[config.mk]
export PLATFORM = sky130hd
export DESIGN_NAME = yaw_angle_outer_loop_flat
export DESIGN_NICKNAME = d
export VERILOG_FILES = /design/src/sv/yao_pkg.sv /design/src/sv/yao_if.sv /design/src/sv/yao_mac.sv /design/src/sv/yaw_angle_outer_loop.sv /design/src/flat_wrapper.sv
export VERILOG_INCLUDE_DIRS = /design/src /design/src/sv
export SDC_FILE = /design/constraint.sdc
export NUM_CORES = 2
export LEC_CHECK = 0
export ABC_AREA = 0
export ABC_CLOCK_PERIOD_IN_PS = 12780
export CAP_MARGIN = 20
export CORE_MARGIN = 8
export CORE_UTILIZATION = 57
export CTS_CLUSTER_DIAMETER = 80
export DETAILED_ROUTE_END_ITERATION = 7
export DONT_BUFFER_PORTS = 1
export HOLD_SLACK_MARGIN = 0.1
export PLACE_DENSITY = 0.74
export REMOVE_ABC_BUFFERS = 1
export SYNTH_ARGS = -nofsm -noshare
export SYNTH_HDL_FRONTEND = slang
export SYNTH_HIERARCHICAL = 1
export SYNTH_SLANG_ARGS = --single-unit
[constraint.sdc]
create_clock -name clk -period 12.78 [get_ports clk]
set_input_delay 0.639 -clock clk [delete_from_list [all_inputs] [get_ports clk]]
set_output_delay 0.639 -clock clk [all_outputs]
set_load 0.02 [all_outputs]
[src/sv/yaw_angle_outer_loop_defines.svh]
// ----------------------------------------------------------------------------
// Yaw angle outer loop: assertion macros
// Concurrent assertion helpers, compiled out when SYNTHESIS is defined.
// ----------------------------------------------------------------------------
`ifndef YAW_ANGLE_OUTER_LOOP_DEFINES_SVH
`define YAW_ANGLE_OUTER_LOOP_DEFINES_SVH

`ifndef SYNTHESIS

// Check a condition at every clock edge outside reset
`define YAO_ASSERT_ALWAYS(label, clk, rst_n, cond, msg) \
	label: assert property (@(posedge clk) disable iff (!rst_n) (cond)) \
		else $error(msg);

// Check that a trigger is followed by a consequence in the next cycle
`define YAO_ASSERT_NEXT(label, clk, rst_n, trig, cons, msg) \
	label: assert property (@(posedge clk) disable iff (!rst_n) (trig) |=> (cons)) \
		else $error(msg);

`else

`define YAO_ASSERT_ALWAYS(label, clk, rst_n, cond, msg)
`define YAO_ASSERT_NEXT(label, clk, rst_n, trig, cons, msg)

`endif

`endif

[src/sv/yao_pkg.sv]
// ----------------------------------------------------------------------------
// Yaw angle outer loop package
// Field widths, angle constants, sequencer states and shared helpers.
// ----------------------------------------------------------------------------
package yao_pkg;

	// Field widths
	localparam int YAW_W      = 17;
	localparam int GYRO_W     = 20;
	localparam int STEP_W     = 16;
	localparam int GAIN_W     = 16;
	localparam int BIAS_W     = 20;
	localparam int OUT_W      = 24;
	localparam int ERR_W      = 18;
	localparam int CFG_IDX_W  = 2;
	localparam int CFG_DATA_W = 20;

	// Internal widths
	localparam int ANGLE_W = 18;
	localparam int TGT_W   = 19;
	localparam int SUM_W   = 15;
	localparam int WRAP_W  = 20;
	localparam int GDIFF_W = 21;
	localparam int MUL_A_W = 25;
	localparam int MUL_B_W = 19;
	localparam int ACC_W   = MUL_A_W + MUL_B_W;

	// Angle constants, Q8 degrees
	localparam logic signed [WRAP_W-1:0] Q8_DEG180 = 20'sd46080;
	localparam logic signed [WRAP_W-1:0] Q8_DEG360 = 20'sd92160;
	localparam logic signed [WRAP_W-1:0] Q8_DEG170 = 20'sd43520;
	localparam logic signed [ERR_W-1:0]  Q8_DEG10  = 18'sd2560;
	localparam logic signed [ERR_W-1:0]  Q8_DEG0P2 = 18'sd51;
	localparam logic signed [SUM_W:0]    Q8_DEG50  = 16'sd12800;

	// 57.2957795 * 256 / 4096 in Q16
	localparam logic signed [MUL_B_W-1:0] RAD_TO_DEG_Q16 = 19'sd234684;

	// Rounding offsets for the two final shifts
	localparam int RATE_SHIFT = 16;
	localparam int OUT_SHIFT  = 8;
	localparam logic signed [ACC_W-1:0] RATE_RND = ACC_W'(64'sd1 <<< (RATE_SHIFT - 1));
	localparam logic signed [ACC_W-1:0] OUT_RND  = ACC_W'(64'sd1 <<< (OUT_SHIFT - 1));

	// Configuration register indexes
	typedef enum logic [CFG_IDX_W-1:0] {
		REG_PROP_GAIN  = 2'd0,
		REG_INTEG_GAIN = 2'd1,
		REG_DERIV_GAIN = 2'd2,
		REG_GYRO_BIAS  = 2'd3
	} cfg_reg_t;

	// Sequencer states
	typedef enum logic [2:0] {
		ST_IDLE,
		ST_RATE_MUL,
		ST_ERR,
		ST_RATE,
		ST_P_ACC,
		ST_I_ACC,
		ST_D_ACC,
		ST_WB
	} seq_state_t;

	// Control of the shared multiply-accumulate unit
	typedef struct packed {
		logic mul_en;
		logic acc_en;
		logic acc_clr;
		logic acc_sub;
	} mac_ctrl_t;

	// Saturate a wide signed value to the output width
	function automatic logic signed [OUT_W-1:0] sat_out(input logic signed [ACC_W-1:0] v);
		logic all_one;
		logic all_zero;
		all_one  = &v[ACC_W-1:OUT_W-1];
		all_zero = ~|v[ACC_W-1:OUT_W-1];
		if (all_one || all_zero)
			return v[OUT_W-1:0];
		else if (v[ACC_W-1])
			return {1'b1, {(OUT_W-1){1'b0}}};
		else
			return {1'b0, {(OUT_W-1){1'b1}}};
	endfunction

endpackage

[src/sv/yao_if.sv]
// ----------------------------------------------------------------------------
// Yaw angle outer loop channels
// Valid/ready channels for the tick item and the result item.
// ----------------------------------------------------------------------------
interface yao_tick_if;
	import yao_pkg::*;

	logic                     valid;
	logic                     ready;
	logic signed [YAW_W-1:0]  yaw_measured;
	logic signed [GYRO_W-1:0] gyro_rate;
	logic signed [STEP_W-1:0] target_step;
	logic                     follow_mode;
	logic                     vision_lock;

	modport source (
		output valid, yaw_measured, gyro_rate, target_step, follow_mode, vision_lock,
		input  ready
	);
	modport sink (
		input  valid, yaw_measured, gyro_rate, target_step, follow_mode, vision_lock,
		output ready
	);
endinterface

interface yao_result_if;
	import yao_pkg::*;

	logic                    valid;
	logic                    ready;
	logic signed [OUT_W-1:0] rate_setpoint;
	logic signed [ERR_W-1:0] wrapped_error;
	logic signed [OUT_W-1:0] rate_dps;

	modport source (
		output valid, rate_setpoint, wrapped_error, rate_dps,
		input  ready
	);
	modport sink (
		input  valid, rate_setpoint, wrapped_error, rate_dps,
		output ready
	);
endinterface

[src/sv/yao_mac.sv]
// ----------------------------------------------------------------------------
// Yaw angle outer loop multiply-accumulate unit
// One signed multiplier with a registered product, followed by an
// add/subtract accumulator.
// ----------------------------------------------------------------------------
module yao_mac (
	input  logic                                clk,
	input  yao_pkg::mac_ctrl_t                  ctrl,
	input  logic signed [yao_pkg::MUL_A_W-1:0]  op_a,
	input  logic signed [yao_pkg::MUL_B_W-1:0]  op_b,
	output logic signed [yao_pkg::ACC_W-1:0]    acc
);
	import yao_pkg::*;

	logic signed [ACC_W-1:0] prod_s1;
	logic signed [ACC_W-1:0] acc_q;
	logic signed [ACC_W-1:0] acc_base;

	// Register the product
	always_ff @(posedge clk) begin
		if (ctrl.mul_en)
			prod_s1 <= op_a * op_b;
	end

	// Start from zero or carry on from the running sum
	assign acc_base = ctrl.acc_clr ? '0 : acc_q;

	// Add or subtract the registered product
	always_ff @(posedge clk) begin
		if (ctrl.acc_en) begin
			if (ctrl.acc_sub)
				acc_q <= acc_base - prod_s1;
			else
				acc_q <= acc_base + prod_s1;
		end
	end

	assign acc = acc_q;

endmodule

[src/sv/yaw_angle_outer_loop.sv]
// ----------------------------------------------------------------------------
// Yaw angle outer loop
// Angle PI loop with wrap-around of target and error and a derivative term
// on the measured yaw rate, built around one shared multiply-accumulate unit.
// ----------------------------------------------------------------------------
// Usage:
//   tick   : one item per control tick (yaw, gyro rate, target step, follow
//            mode, vision lock); accepted when valid and ready are both high.
//   result : one item per tick (rate setpoint, wrapped error, yaw rate in
//            deg/s), held in an output register until taken.
//   cfg_*  : write gains and gyro bias while no tick is in progress.
// Sequencing:
//   A normal tick runs through seven sequencer steps, from the rate
//   multiply to the write-back step that loads the result register, set by
//   the single multiplier that forms the rate conversion and the P, I and D
//   products in turn. The next tick is taken in the idle state.
//   A follow-mode tick goes from idle straight to the write-back step and
//   loads an all-zero result there.
//   The block takes one tick at a time; the next tick is taken as soon as
//   the previous one has reached the output register, even if the receiver
//   has not yet taken it.
// Reset clears the gains, the bias, the yaw reference, the target and the
// error sum. While the receiver stalls, the finished result waits in the
// sequencer's write-back step and no further tick is accepted.
// ----------------------------------------------------------------------------
`include "yaw_angle_outer_loop_defines.svh"

module yaw_angle_outer_loop (
	input  logic                                clk,
	input  logic                                arst_n,
	yao_tick_if.sink                            tick,
	yao_result_if.source                        result,
	input  logic                                cfg_write,
	input  logic [yao_pkg::CFG_IDX_W-1:0]       cfg_index,
	input  logic [yao_pkg::CFG_DATA_W-1:0]      cfg_data
);
	import yao_pkg::*;

	// Configuration
	logic [GAIN_W-1:0]        prop_gain_q;
	logic [GAIN_W-1:0]        integ_gain_q;
	logic [GAIN_W-1:0]        deriv_gain_q;
	logic signed [BIAS_W-1:0] gyro_bias_q;

	// Loop state
	logic signed [YAW_W-1:0] yaw_reference_q;
	logic signed [TGT_W-1:0] yaw_target_q;
	logic signed [SUM_W-1:0] error_sum_q;

	// Sequencer
	seq_state_t state_q;
	seq_state_t state_d;
	logic       follow_q;
	logic       out_valid_q;
	logic       out_load;
	logic       tick_accept;

	// Per-tick working registers
	logic signed [ANGLE_W-1:0] angle_q;
	logic signed [GYRO_W-1:0]  gyro_q;
	logic signed [STEP_W-1:0]  step_q;
	logic                      vision_q;
	logic signed [ERR_W-1:0]   err_q;
	logic signed [OUT_W-1:0]   rate_q;

	// Output register
	logic signed [OUT_W-1:0] setpoint_out_q;
	logic signed [ERR_W-1:0] error_out_q;
	logic signed [OUT_W-1:0] rate_out_q;

	// Shared unit
	mac_ctrl_t                 mac_ctrl;
	logic signed [MUL_A_W-1:0] op_a;
	logic signed [MUL_B_W-1:0] op_b;
	logic signed [ACC_W-1:0]   acc;

	// Datapath intermediates
	logic signed [ANGLE_W-1:0] angle_now;
	logic signed [GDIFF_W-1:0] gyro_diff;
	logic signed [WRAP_W-1:0]  tgt_pre;
	logic signed [WRAP_W-1:0]  tgt_wrap;
	logic signed [WRAP_W-1:0]  err_pre;
	logic signed [WRAP_W-1:0]  err_wrap;
	logic                      err_in_band;
	logic                      err_tiny;
	logic signed [SUM_W:0]     sum_ext;
	logic signed [SUM_W:0]     sum_add;
	logic signed [SUM_W:0]     sum_clamp;
	logic signed [SUM_W-1:0]   sum_next;
	logic signed [ACC_W-1:0]   rate_rnd;
	logic signed [ACC_W-1:0]   out_rnd;

	assign tick_accept = tick.valid && tick.ready;
	assign tick.ready  = (state_q == ST_IDLE);
	assign out_load    = (state_q == ST_WB) && (!out_valid_q || result.ready);

	// Configuration writes
	always_ff @(posedge clk or negedge arst_n) begin
		if (!arst_n) begin
			prop_gain_q  <= '0;
			integ_gain_q <= '0;
			deriv_gain_q <= '0;
			gyro_bias_q  <= '0;
		end else if (cfg_write) begin
			unique case (cfg_reg_t'(cfg_index))
				REG_PROP_GAIN:  prop_gain_q  <= cfg_data[GAIN_W-1:0];
				REG_INTEG_GAIN: integ_gain_q <= cfg_data[GAIN_W-1:0];
				REG_DERIV_GAIN: deriv_gain_q <= cfg_data[GAIN_W-1:0];
				REG_GYRO_BIAS:  gyro_bias_q  <= cfg_data[BIAS_W-1:0];
				default: ;
			endcase
		end
	end

	// Relative angle and bias-corrected gyro
	assign angle_now = ANGLE_W'(yaw_reference_q) - ANGLE_W'(tick.yaw_measured);
	assign gyro_diff = GDIFF_W'(gyro_q) - GDIFF_W'(gyro_bias_q);

	// Target: accumulate or snap, then wrap once into +-180
	always_comb begin
		if (vision_q)
			tgt_pre = WRAP_W'(angle_q);
		else
			tgt_pre = WRAP_W'(yaw_target_q) + WRAP_W'(step_q);
		priority if (tgt_pre > Q8_DEG180)
			tgt_wrap = tgt_pre - Q8_DEG360;
		else if (tgt_pre < -Q8_DEG180)
			tgt_wrap = tgt_pre + Q8_DEG360;
		else
			tgt_wrap = tgt_pre;
	end

	// Error: wrap once at +-170
	always_comb begin
		err_pre = tgt_wrap - WRAP_W'(angle_q);
		priority if (err_pre < -Q8_DEG170)
			err_wrap = err_pre + Q8_DEG360;
		else if (err_pre > Q8_DEG170)
			err_wrap = err_pre - Q8_DEG360;
		else
			err_wrap = err_pre;
	end

	// Integral: sum inside the band, clamp, drop near zero error
	assign sum_ext     = (SUM_W + 1)'(error_sum_q);
	assign err_in_band = (err_q < Q8_DEG10) && (err_q > -Q8_DEG10);
	assign err_tiny    = (err_q <= Q8_DEG0P2) && (err_q >= -Q8_DEG0P2);
	always_comb begin
		sum_add = err_in_band ? sum_ext + (SUM_W + 1)'(err_q) : sum_ext;
		priority if (sum_add > Q8_DEG50)
			sum_clamp = Q8_DEG50;
		else if (sum_add < -Q8_DEG50)
			sum_clamp = -Q8_DEG50;
		else
			sum_clamp = sum_add;
		sum_next = err_tiny ? '0 : sum_clamp[SUM_W-1:0];
	end

	// Rounding before the final shifts
	assign rate_rnd = (acc + RATE_RND) >>> RATE_SHIFT;
	assign out_rnd  = (acc + OUT_RND) >>> OUT_SHIFT;

	// Sequencer state register
	always_ff @(posedge clk or negedge arst_n) begin
		if (!arst_n)
			state_q <= ST_IDLE;
		else
			state_q <= state_d;
	end

	// Next state
	always_comb begin
		state_d = state_q;
		unique case (state_q)
			ST_IDLE: begin
				if (tick.valid)
					state_d = tick.follow_mode ? ST_WB : ST_RATE_MUL;
			end
			ST_RATE_MUL: state_d = ST_ERR;
			ST_ERR:      state_d = ST_RATE;
			ST_RATE:     state_d = ST_P_ACC;
			ST_P_ACC:    state_d = ST_I_ACC;
			ST_I_ACC:    state_d = ST_D_ACC;
			ST_D_ACC:    state_d = ST_WB;
			ST_WB: begin
				if (!out_valid_q || result.ready)
					state_d = ST_IDLE;
			end
			default:     state_d = ST_IDLE;
		endcase
	end

	// Shared unit control and operand selection
	always_comb begin
		mac_ctrl = '0;
		op_a     = '0;
		op_b     = '0;
		unique case (state_q)
			ST_RATE_MUL: begin
				mac_ctrl.mul_en = 1'b1;
				op_a = MUL_A_W'(gyro_diff);
				op_b = RAD_TO_DEG_Q16;
			end
			ST_ERR: begin
				mac_ctrl.acc_en  = 1'b1;
				mac_ctrl.acc_clr = 1'b1;
			end
			ST_RATE: begin
				mac_ctrl.mul_en = 1'b1;
				op_a = MUL_A_W'(err_q);
				op_b = signed'(MUL_B_W'(prop_gain_q));
			end
			ST_P_ACC: begin
				mac_ctrl.acc_en  = 1'b1;
				mac_ctrl.acc_clr = 1'b1;
				mac_ctrl.mul_en  = 1'b1;
				op_a = MUL_A_W'(sum_ext);
				op_b = signed'(MUL_B_W'(integ_gain_q));
			end
			ST_I_ACC: begin
				mac_ctrl.acc_en = 1'b1;
				mac_ctrl.mul_en = 1'b1;
				op_a = MUL_A_W'(rate_q);
				op_b = signed'(MUL_B_W'(deriv_gain_q));
			end
			ST_D_ACC: begin
				mac_ctrl.acc_en  = 1'b1;
				mac_ctrl.acc_sub = 1'b1;
			end
			default: ;
		endcase
	end

	yao_mac u_mac (
		.clk  (clk),
		.ctrl (mac_ctrl),
		.op_a (op_a),
		.op_b (op_b),
		.acc  (acc)
	);

	// Loop state: capture in follow mode, advance on a normal tick
	always_ff @(posedge clk or negedge arst_n) begin
		if (!arst_n) begin
			yaw_reference_q <= '0;
			yaw_target_q    <= '0;
			error_sum_q     <= '0;
		end else if (tick_accept && tick.follow_mode) begin
			yaw_reference_q <= tick.yaw_measured;
			yaw_target_q    <= '0;
			error_sum_q     <= '0;
		end else if (state_q == ST_ERR) begin
			yaw_target_q <= tgt_wrap[TGT_W-1:0];
		end else if (state_q == ST_RATE) begin
			error_sum_q <= sum_next;
		end
	end

	// Follow flag of the tick in progress
	always_ff @(posedge clk or negedge arst_n) begin
		if (!arst_n)
			follow_q <= 1'b0;
		else if (tick_accept)
			follow_q <= tick.follow_mode;
	end

	// Per-tick working registers
	always_ff @(posedge clk) begin
		if (tick_accept) begin
			angle_q  <= angle_now;
			gyro_q   <= tick.gyro_rate;
			step_q   <= tick.target_step;
			vision_q <= tick.vision_lock;
		end
		if (state_q == ST_ERR)
			err_q <= err_wrap[ERR_W-1:0];
		if (state_q == ST_RATE)
			rate_q <= sat_out(rate_rnd);
	end

	// Output valid: set on load, drop when taken
	always_ff @(posedge clk or negedge arst_n) begin
		if (!arst_n)
			out_valid_q <= 1'b0;
		else if (out_load)
			out_valid_q <= 1'b1;
		else if (result.ready)
			out_valid_q <= 1'b0;
	end

	// Output payload
	always_ff @(posedge clk) begin
		if (out_load) begin
			if (follow_q) begin
				setpoint_out_q <= '0;
				error_out_q    <= '0;
				rate_out_q     <= '0;
			end else begin
				setpoint_out_q <= sat_out(out_rnd);
				error_out_q    <= err_q;
				rate_out_q     <= rate_q;
			end
		end
	end

	assign result.valid         = out_valid_q;
	assign result.rate_setpoint = setpoint_out_q;
	assign result.wrapped_error = error_out_q;
	assign result.rate_dps      = rate_out_q;

	// Checks
	`YAO_ASSERT_ALWAYS(a_sum_clamped, clk, arst_n, (sum_ext <= Q8_DEG50) && (sum_ext >= -Q8_DEG50), "error sum outside +-50 degrees")
	`YAO_ASSERT_ALWAYS(a_target_wrapped, clk, arst_n, (WRAP_W'(yaw_target_q) <= Q8_DEG180) && (WRAP_W'(yaw_target_q) >= -Q8_DEG180), "target outside +-180 degrees")
	`YAO_ASSERT_NEXT(a_follow_clears, clk, arst_n, tick_accept && tick.follow_mode, (error_sum_q == '0) && (yaw_target_q == '0), "follow mode did not clear loop state")
	`YAO_ASSERT_NEXT(a_load_sets_valid, clk, arst_n, out_load, out_valid_q && (state_q == ST_IDLE), "result load did not raise valid")

endmodule

[src/flat_wrapper.sv]
// flat-port wrapper written by rule: the top's interface ports become plain ports
module yaw_angle_outer_loop_flat import yao_pkg::*;
  (clk, arst_n, cfg_write, cfg_index, cfg_data, tick_valid, tick_yaw_measured, tick_gyro_rate, tick_target_step, tick_follow_mode, tick_vision_lock, tick_ready, result_valid, result_rate_setpoint, result_wrapped_error, result_rate_dps, result_ready);
  yao_tick_if tick_i ();
  yao_result_if result_i ();
  input  logic clk;
  input  logic arst_n;
  input  logic cfg_write;
  input  logic [yao_pkg::CFG_IDX_W-1:0] cfg_index;
  input  logic [yao_pkg::CFG_DATA_W-1:0] cfg_data;
  input wire logic [$bits(tick_i.valid)-1:0] tick_valid;
  input wire logic [$bits(tick_i.yaw_measured)-1:0] tick_yaw_measured;
  input wire logic [$bits(tick_i.gyro_rate)-1:0] tick_gyro_rate;
  input wire logic [$bits(tick_i.target_step)-1:0] tick_target_step;
  input wire logic [$bits(tick_i.follow_mode)-1:0] tick_follow_mode;
  input wire logic [$bits(tick_i.vision_lock)-1:0] tick_vision_lock;
  output wire logic [$bits(tick_i.ready)-1:0] tick_ready;
  output wire logic [$bits(result_i.valid)-1:0] result_valid;
  output wire logic [$bits(result_i.rate_setpoint)-1:0] result_rate_setpoint;
  output wire logic [$bits(result_i.wrapped_error)-1:0] result_wrapped_error;
  output wire logic [$bits(result_i.rate_dps)-1:0] result_rate_dps;
  input wire logic [$bits(result_i.ready)-1:0] result_ready;
  assign tick_i.valid = tick_valid;
  assign tick_i.yaw_measured = tick_yaw_measured;
  assign tick_i.gyro_rate = tick_gyro_rate;
  assign tick_i.target_step = tick_target_step;
  assign tick_i.follow_mode = tick_follow_mode;
  assign tick_i.vision_lock = tick_vision_lock;
  assign tick_ready = tick_i.ready;
  assign result_valid = result_i.valid;
  assign result_rate_setpoint = result_i.rate_setpoint;
  assign result_wrapped_error = result_i.wrapped_error;
  assign result_rate_dps = result_i.rate_dps;
  assign result_i.ready = result_ready;
  yaw_angle_outer_loop u_core (.clk(clk), .arst_n(arst_n), .tick(tick_i), .result(result_i), .cfg_write(cfg_write), .cfg_index(cfg_index), .cfg_data(cfg_data));
endmodule
# After elaboration in Yosys (flattened, before gate mapping)
# Cells that the tools add are included.
dict set report totals {
  reg_bits 375
  input_bits 82
  out_inout_bits 68
}
dict set report op_classes {
  n_addsub 13
  multipliers 1
  n_lt_le_gt_ge 10
  eq_ne 13
  muxes 32
  reduce_logical 29
}
# op n
set op_table {}
lappend op_table {{25-bit case mux with 4 select lines} 1}
lappend op_table {{24-bit two-way mux} 4}
lappend op_table {{15-bit two-way mux} 6}
lappend op_table {{44-bit two-way mux} 2}
lappend op_table {{18-bit case mux with 4 select lines} 1}
lappend op_table {{20-bit two-way mux} 3}
lappend op_table {{44-bit by 17-bit adder with 44-bit output (second input constant)} 1}
lappend op_table {{44-bit adder} 1}
lappend op_table {{44-bit by 9-bit adder with 44-bit output (second input constant)} 1}
lappend op_table {{25-bit by 19-bit multiplier with 44-bit output} 1}
lappend op_table {{44-bit subtractor} 1}
lappend op_table {{20-bit by 17-bit > comparator with 1-bit output (second input constant)} 2}
lappend op_table {{20-bit by 17-bit less-than comparator with 1-bit output (second input constant)} 2}
lappend op_table {{19-bit two-way mux} 2}
lappend op_table {{18-bit two-way mux} 2}
lappend op_table {{3-bit case mux with 8 select lines} 1}
lappend op_table {{20-bit by 20-bit subtractor with 21-bit output} 1}
lappend op_table {{19-bit by 16-bit adder with 20-bit output} 1}
lappend op_table {{20-bit by 18-bit adder with 20-bit output (second input constant)} 1}
lappend op_table {{20-bit by 18-bit subtractor with 20-bit output} 1}
lappend op_table {{20-bit by 18-bit subtractor with 20-bit output (second input constant)} 1}
lappend op_table {{18-bit adder (second input constant)} 1}
lappend op_table {{18-bit by 7-bit >= comparator with 1-bit output (second input constant)} 1}
lappend op_table {{18-bit by 13-bit > comparator with 1-bit output (second input constant)} 1}
lappend op_table {{other kinds (30)} 59}

# Longest topological paths before layout
dict set report depth {
  word_depth 10
  depth_mapped 41
  ltp_nobuf 39
}

# Cells and area by module
# Netlist, hierarchy kept.
# module instances cells_each area_each_um2 seq_area_each_um2
set by_module_without_submodules {}
lappend by_module_without_submodules {yao_mac 1 2501 23212.3 2642.5}
lappend by_module_without_submodules {yaw_angle_outer_loop 1 1880 18472.7 7997.7}

# Worst setup path before layout
# Ideal clock, no wire load.
dict set report synth_path {
  kind {flip-flop to flip-flop}
  startpoint {reg u_core.gyro_q[0]}
  endpoint {reg u_core.u_mac.prod_s1[43] (data pin)}
  arrival_ns 9.628
  setup_slack_ns 2.892
  stages_incl_launch_ff 38
  path_buffers 2
  period_less_slack_ns 9.888
  cell_sequence {edfxtp_1 inv_1 ha_1 inv_1 fa_1 a21o_1 a21oi_1 o21bai_1 a21oi_1 o21bai_1 a31oi_1 o211ai_1 a41oi_1 nor2b_1 o31ai_1 a21o_1 clkbuf_1 clkbuf_1 (+2 left out) fa_1 inv_1 fa_1 fa_1 inv_1 fa_1 fa_1 fa_1 ha_1 ha_1 nand3_1 or3_1 nor4b_1 o31ai_1 a31oi_1 o21a_1 nor2_1 xnor2_1}
}
dict set report synth_between {
  elab_chain_cells 3
}
# element line
set synth_rtl {}
lappend synth_rtl {{from (decl)} yaw_angle_outer_loop.sv:60} ;# logic signed [GYRO_W-1:0] gyro_q;
lappend synth_rtl {{from (signal assigned)} yaw_angle_outer_loop.sv:271} ;# gyro_q <= tick.gyro_rate;
lappend synth_rtl {{20-bit by 20-bit subtractor with 21-bit output} yaw_angle_outer_loop.sv:117} ;# assign gyro_diff = GDIFF_W'(gyro_q) - GDIFF_W'(gyro_bias_q);
lappend synth_rtl {{25-bit case mux with 4 select lines} yaw_angle_outer_loop.sv:198} ;# unique case (state_q)
lappend synth_rtl {{net u_core.op_a[23]} yaw_angle_outer_loop.sv:73} ;# logic signed [MUL_A_W-1:0] op_a;
lappend synth_rtl {{25-bit by 19-bit multiplier with 44-bit output} yao_mac.sv:22} ;# prod_s1 <= op_a * op_b;
lappend synth_rtl {{to (signal assigned)} yao_mac.sv:22}
lappend synth_rtl {{to (decl)} yao_mac.sv:15} ;# logic signed [ACC_W-1:0] prod_s1;
# The timed path passes the listed nets, and every way through them passes these cells.
# A chain may end at the register's enable or synchronous reset.

# Worst setup path after layout
# Same ends and word-level chain as after synthesis.

==> summary by stage <==
Timing
The clock period minus worst slack is 11.17 ns. The final number of hold-violating endpoints was 0. Timing would allow up to 0.08950 GHz. The post-route setup TNS is 0 ns. Setup repair after global routing left no endpoint under its margin. The clock arrives with 0.01958 ns of skew.

The worst slew slack as a fraction of its limit is 20.61%. The final count of negative-setup-slack endpoints is 0. The max-slew violation count is 0. The slew at the pin closest to its max-slew limit is 1.181 ns. The worst path uses 87.43% of the clock period.

Route
The antenna violation net count after detailed routing is 0. After detailed routing, the average wire length per cell comes to 20.37 um. For this run, design rule violations remaining after detail routing come to 0. The routed layout has 31.55k vias. The mean number of vias per cell is 5.938.

The number of violations reported at the end of detailed-routing iteration 0 is 2,696. After detailed routing, the met3 layer carries 8210 um of wire. The total wirelength of the detailed-routed design is 108,200 um. In this run the top signal layer used is met4. In the final routing, the length of wire on met1 measures 45,810 um.

The count of TritonRoute iterations in the first routing pass is 5. The routed design uses 51,260 um of met2 wire.

Yosys
After synthesis, the share of cell area in mux cells is 2.494%. The adder and majority cell fraction of the synthesized area is 30.95%. The combinational family with the most area after synthesis is adder cells.

The synthesized-area fraction occupied by and/or/nand/nor cells is 16.68%. After synthesis, flip-flops and latches occupy 25.53% of the total area. The gate count of the mapped netlist is 4,381. Yosys printed 6 warnings. After Yosys synthesis, XOR and XNOR cells account for 4.896% of the synthesized area. Synthesis instantiated 97 different standard cells from the library. The count of flip-flops with a built-in enable after synthesis is 251.

The area of the mapped netlist is 41,680 um2. After synthesis, the mean cell area works out to 9.515 um2. The dominant synthesized flop cell is edfxtp_1. Counting flops and latches in the post-synthesis netlist gives 375. Summing the areas of all compound-gate instances in the mapped netlist gives 12.43% of the synthesized area. Of all flip-flops after synthesis, the portion carrying an async set or reset was 33.07%.

Clocking
The library cell used as clock root buffer is clkbuf_16. The clock buffer count from CTS is 46. The clock sink count is 375.

The depth of the CTS H-tree is 2. The clock tree from TritonCTS is yes. Clock latency on the worst-skew pair, taken at its later pin, is 0.58 ns. After clock tree synthesis, the clock-pin slew on the worst setup and hold paths is 0.06 ns. The worst-case clock buffer depth is 3.

Cells and area
The library cell used most frequently in the layout, excluding fill and tap cells, is inv_1. The repair_antennas step left the layout with diodes totalling 0. The layout overhead on the synthesized area is 6.375%. Leaving out fill and tap cells, the most frequent cells in the layout are 594 x inv_1, 477 x fa_1, 465 x nand2_1. The final layout contains 5,144 nets. The share of post-route cells with drive strength above 1 is 6.178%.

Critical path
The startpoint-to-endpoint class of the critical path is flip-flop to flip-flop. The critical path capture point type is a flip-flop. STA classifies the critical path startpoint as a flip-flop.

The worst stage delay on the critical path is 1.07 ns. The largest driver fanout on the critical path is 38. STA puts the critical path data arrival time at 11.48 ns.

The master of the slowest instance on the critical path is fa_1. The worst endpoint required time is 13.09 ns. The most frequent cell on the critical path is fa_1.

GRT
The number of antenna violations at the first check in global routing is 1. In the global route stage, overall resource usage came out at 26.32%. Entering global routing, the biggest net connects 125 pins. The number of global-route vias before repair was 31.83k. The total overflow reported by the global router is 0. The global-route wire length before repair is 174,100 um.

Die
The number of I/O pins is 150. The die is 286.4 um wide. The floorplan step set the die height to 286.4 um. The effective utilization at floorplan is 57.33%. The count of standard-cell rows is 99. The full die area is 82,040 um2.

The core box area is 72,710 um2.

Flow run
Max-cap violations in this run came to 0.

Place
During placement, the flow inserted port buffers numbering 0. The sum of net half-perimeters after detailed placement is 83,500 um. The global placement routability congestion is 0.9465.

Min path
The path class of the tightest hold or removal check is input port to flip-flop.

Run status
The run finished with clean final reports.
[per-stage QoR]
| step | worst slack (ns) | hold WS (ns) | util, % | cell area [um2] | cells |
|---|---|---|---|---|---|
| finish | 1.606 | 0.1483 | 60.98 | 44340 | 5313 |
| global placement | 2.001 | 0.3477 | 58.68 | 42660 | 5224 |
| CTS | 1.628 | 0.1222 | 60.92 | 44300 | 5311 |
| detailed placement | 1.734 | 0.3466 | 58.68 | 42660 | 5224 |
| floorplan | 1.976 | 0.3434 | - | 41020 | 4214 |
| global route | 0.8010 | 0.1285 | 60.98 | 44340 | 5313 |
[registers in the layout, indices dropped and copies added (netlist names), 17 cells and up]
signal / count
u_core/yaw_reference_q: 17
u_core/result.rate_dps: 24
u_core/result.wrapped_error: 18
u_core/gyro_q: 20
u_core/err_q: 18
u_core/yaw_target_q: 19
u_core/rate_q: 24
u_core/u_mac/acc: 44
u_core/u_mac/prod_s1: 44
u_core/result.rate_setpoint: 24
u_core/gyro_bias_q: 20
u_core/angle_q: 18
[critical path, delay by kind of cell (launching register included)]
kind | cells | cell delay [ns]
flip-flops | 1 | 0.38
AO/OA/AOI/OAI | 13 | 3.34
adder cells (fa/ha/maj) | 10 | 4.85
AND/OR/NAND/NOR | 6 | 1.23
buffers and inverters | 6 | 0.96
XOR/XNOR | 1 | 0.11
[metal layers]
layer / up-vias / track usage [%]
met5: - / 0
met4: 0 / 7.041
met3: 186 / 3.954
met2: 1173 / 43.07
met1: 15670 / 36.56
li1: 14520 / -
[synthesized netlist by cell type (18+ instances only)]
cell	instances	area [um2]
a211oi_1	22	165.2
a21o_1	81	608.1
a21oi_1	185	925.9
a31oi_1	24	150.1
and2_1	215	1345
and3_1	54	337.8
clkbuf_1	152	570.6
dfrtp_1	124	3103
edfxtp_1	251	7537
fa_1	477	9549
ha_1	268	3353
inv_1	594	2230
mux2_2	71	799.5
mux2i_1	24	240.2
nand2_1	468	1757
nand2b_1	34	212.7
nand3_1	79	395.4
nand4_1	30	187.7
nor2_1	197	739.5
nor2b_1	137	857.1
nor3_1	63	315.3
nor4_1	20	125.1
o211ai_1	27	202.7
o21a_1	25	187.7
o21ai_0	179	895.9
o21bai_1	18	135.1
o22ai_1	20	125.1
o31ai_1	24	180.2
or3_1	18	112.6
xnor2_1	148	1296
xor2_1	85	744.5
[area by class of cell]
type | count | area, um2
Timing Repair Buffer | 55 | 467.9
Clock buffer | 62 | 1325
Fill cell | 6086 | 28370
Clock inverter | 23 | 269.0
Multi-Input combinational cell | 3244 | 28200
Inverter | 595 | 2233
Tap cell | 959 | 1200
Sequential cell | 375 | 10640
[kinds of logic after synthesis]
kind of cell | Yosys count
AO/OA/AOI/OAI | 781
XOR/XNOR | 233
adder cells (fa/ha/maj) | 745
buffers and inverters | 769
flip-flops | 375
multiplexers | 95
other | 1
AND/OR/NAND/NOR | 1382
[repair_timing]
action,CTS,global route
buffers inserted,0,0
resized for setup,0,0
endpoints found under the hold margin,124,0
hold buffers,2,0
[path summary, 6_finish.rpt]
check,start,end,slack [ns],cells past startpoint
setup / recovery,u_core/gyro_q[0],u_core/u_mac/prod_s1[43],1.61,36
hold / removal,tick_gyro_rate[3],u_core/gyro_q[3],0.15,0
setup reg to reg,u_core/gyro_q[0],u_core/u_mac/prod_s1[43],1.61,36
hold reg to reg,u_core/yaw_reference_q[2],u_core/yaw_reference_q[2],0.50,2
max in group asynchronous,arst_n,u_core/deriv_gain_q[8],11.48,2
min in group asynchronous,arst_n,u_core/yaw_target_q[8],0.66,2
Power is not shown: default switching activity piles up to over one toggle a cycle in this logic, so the estimate is an artifact.
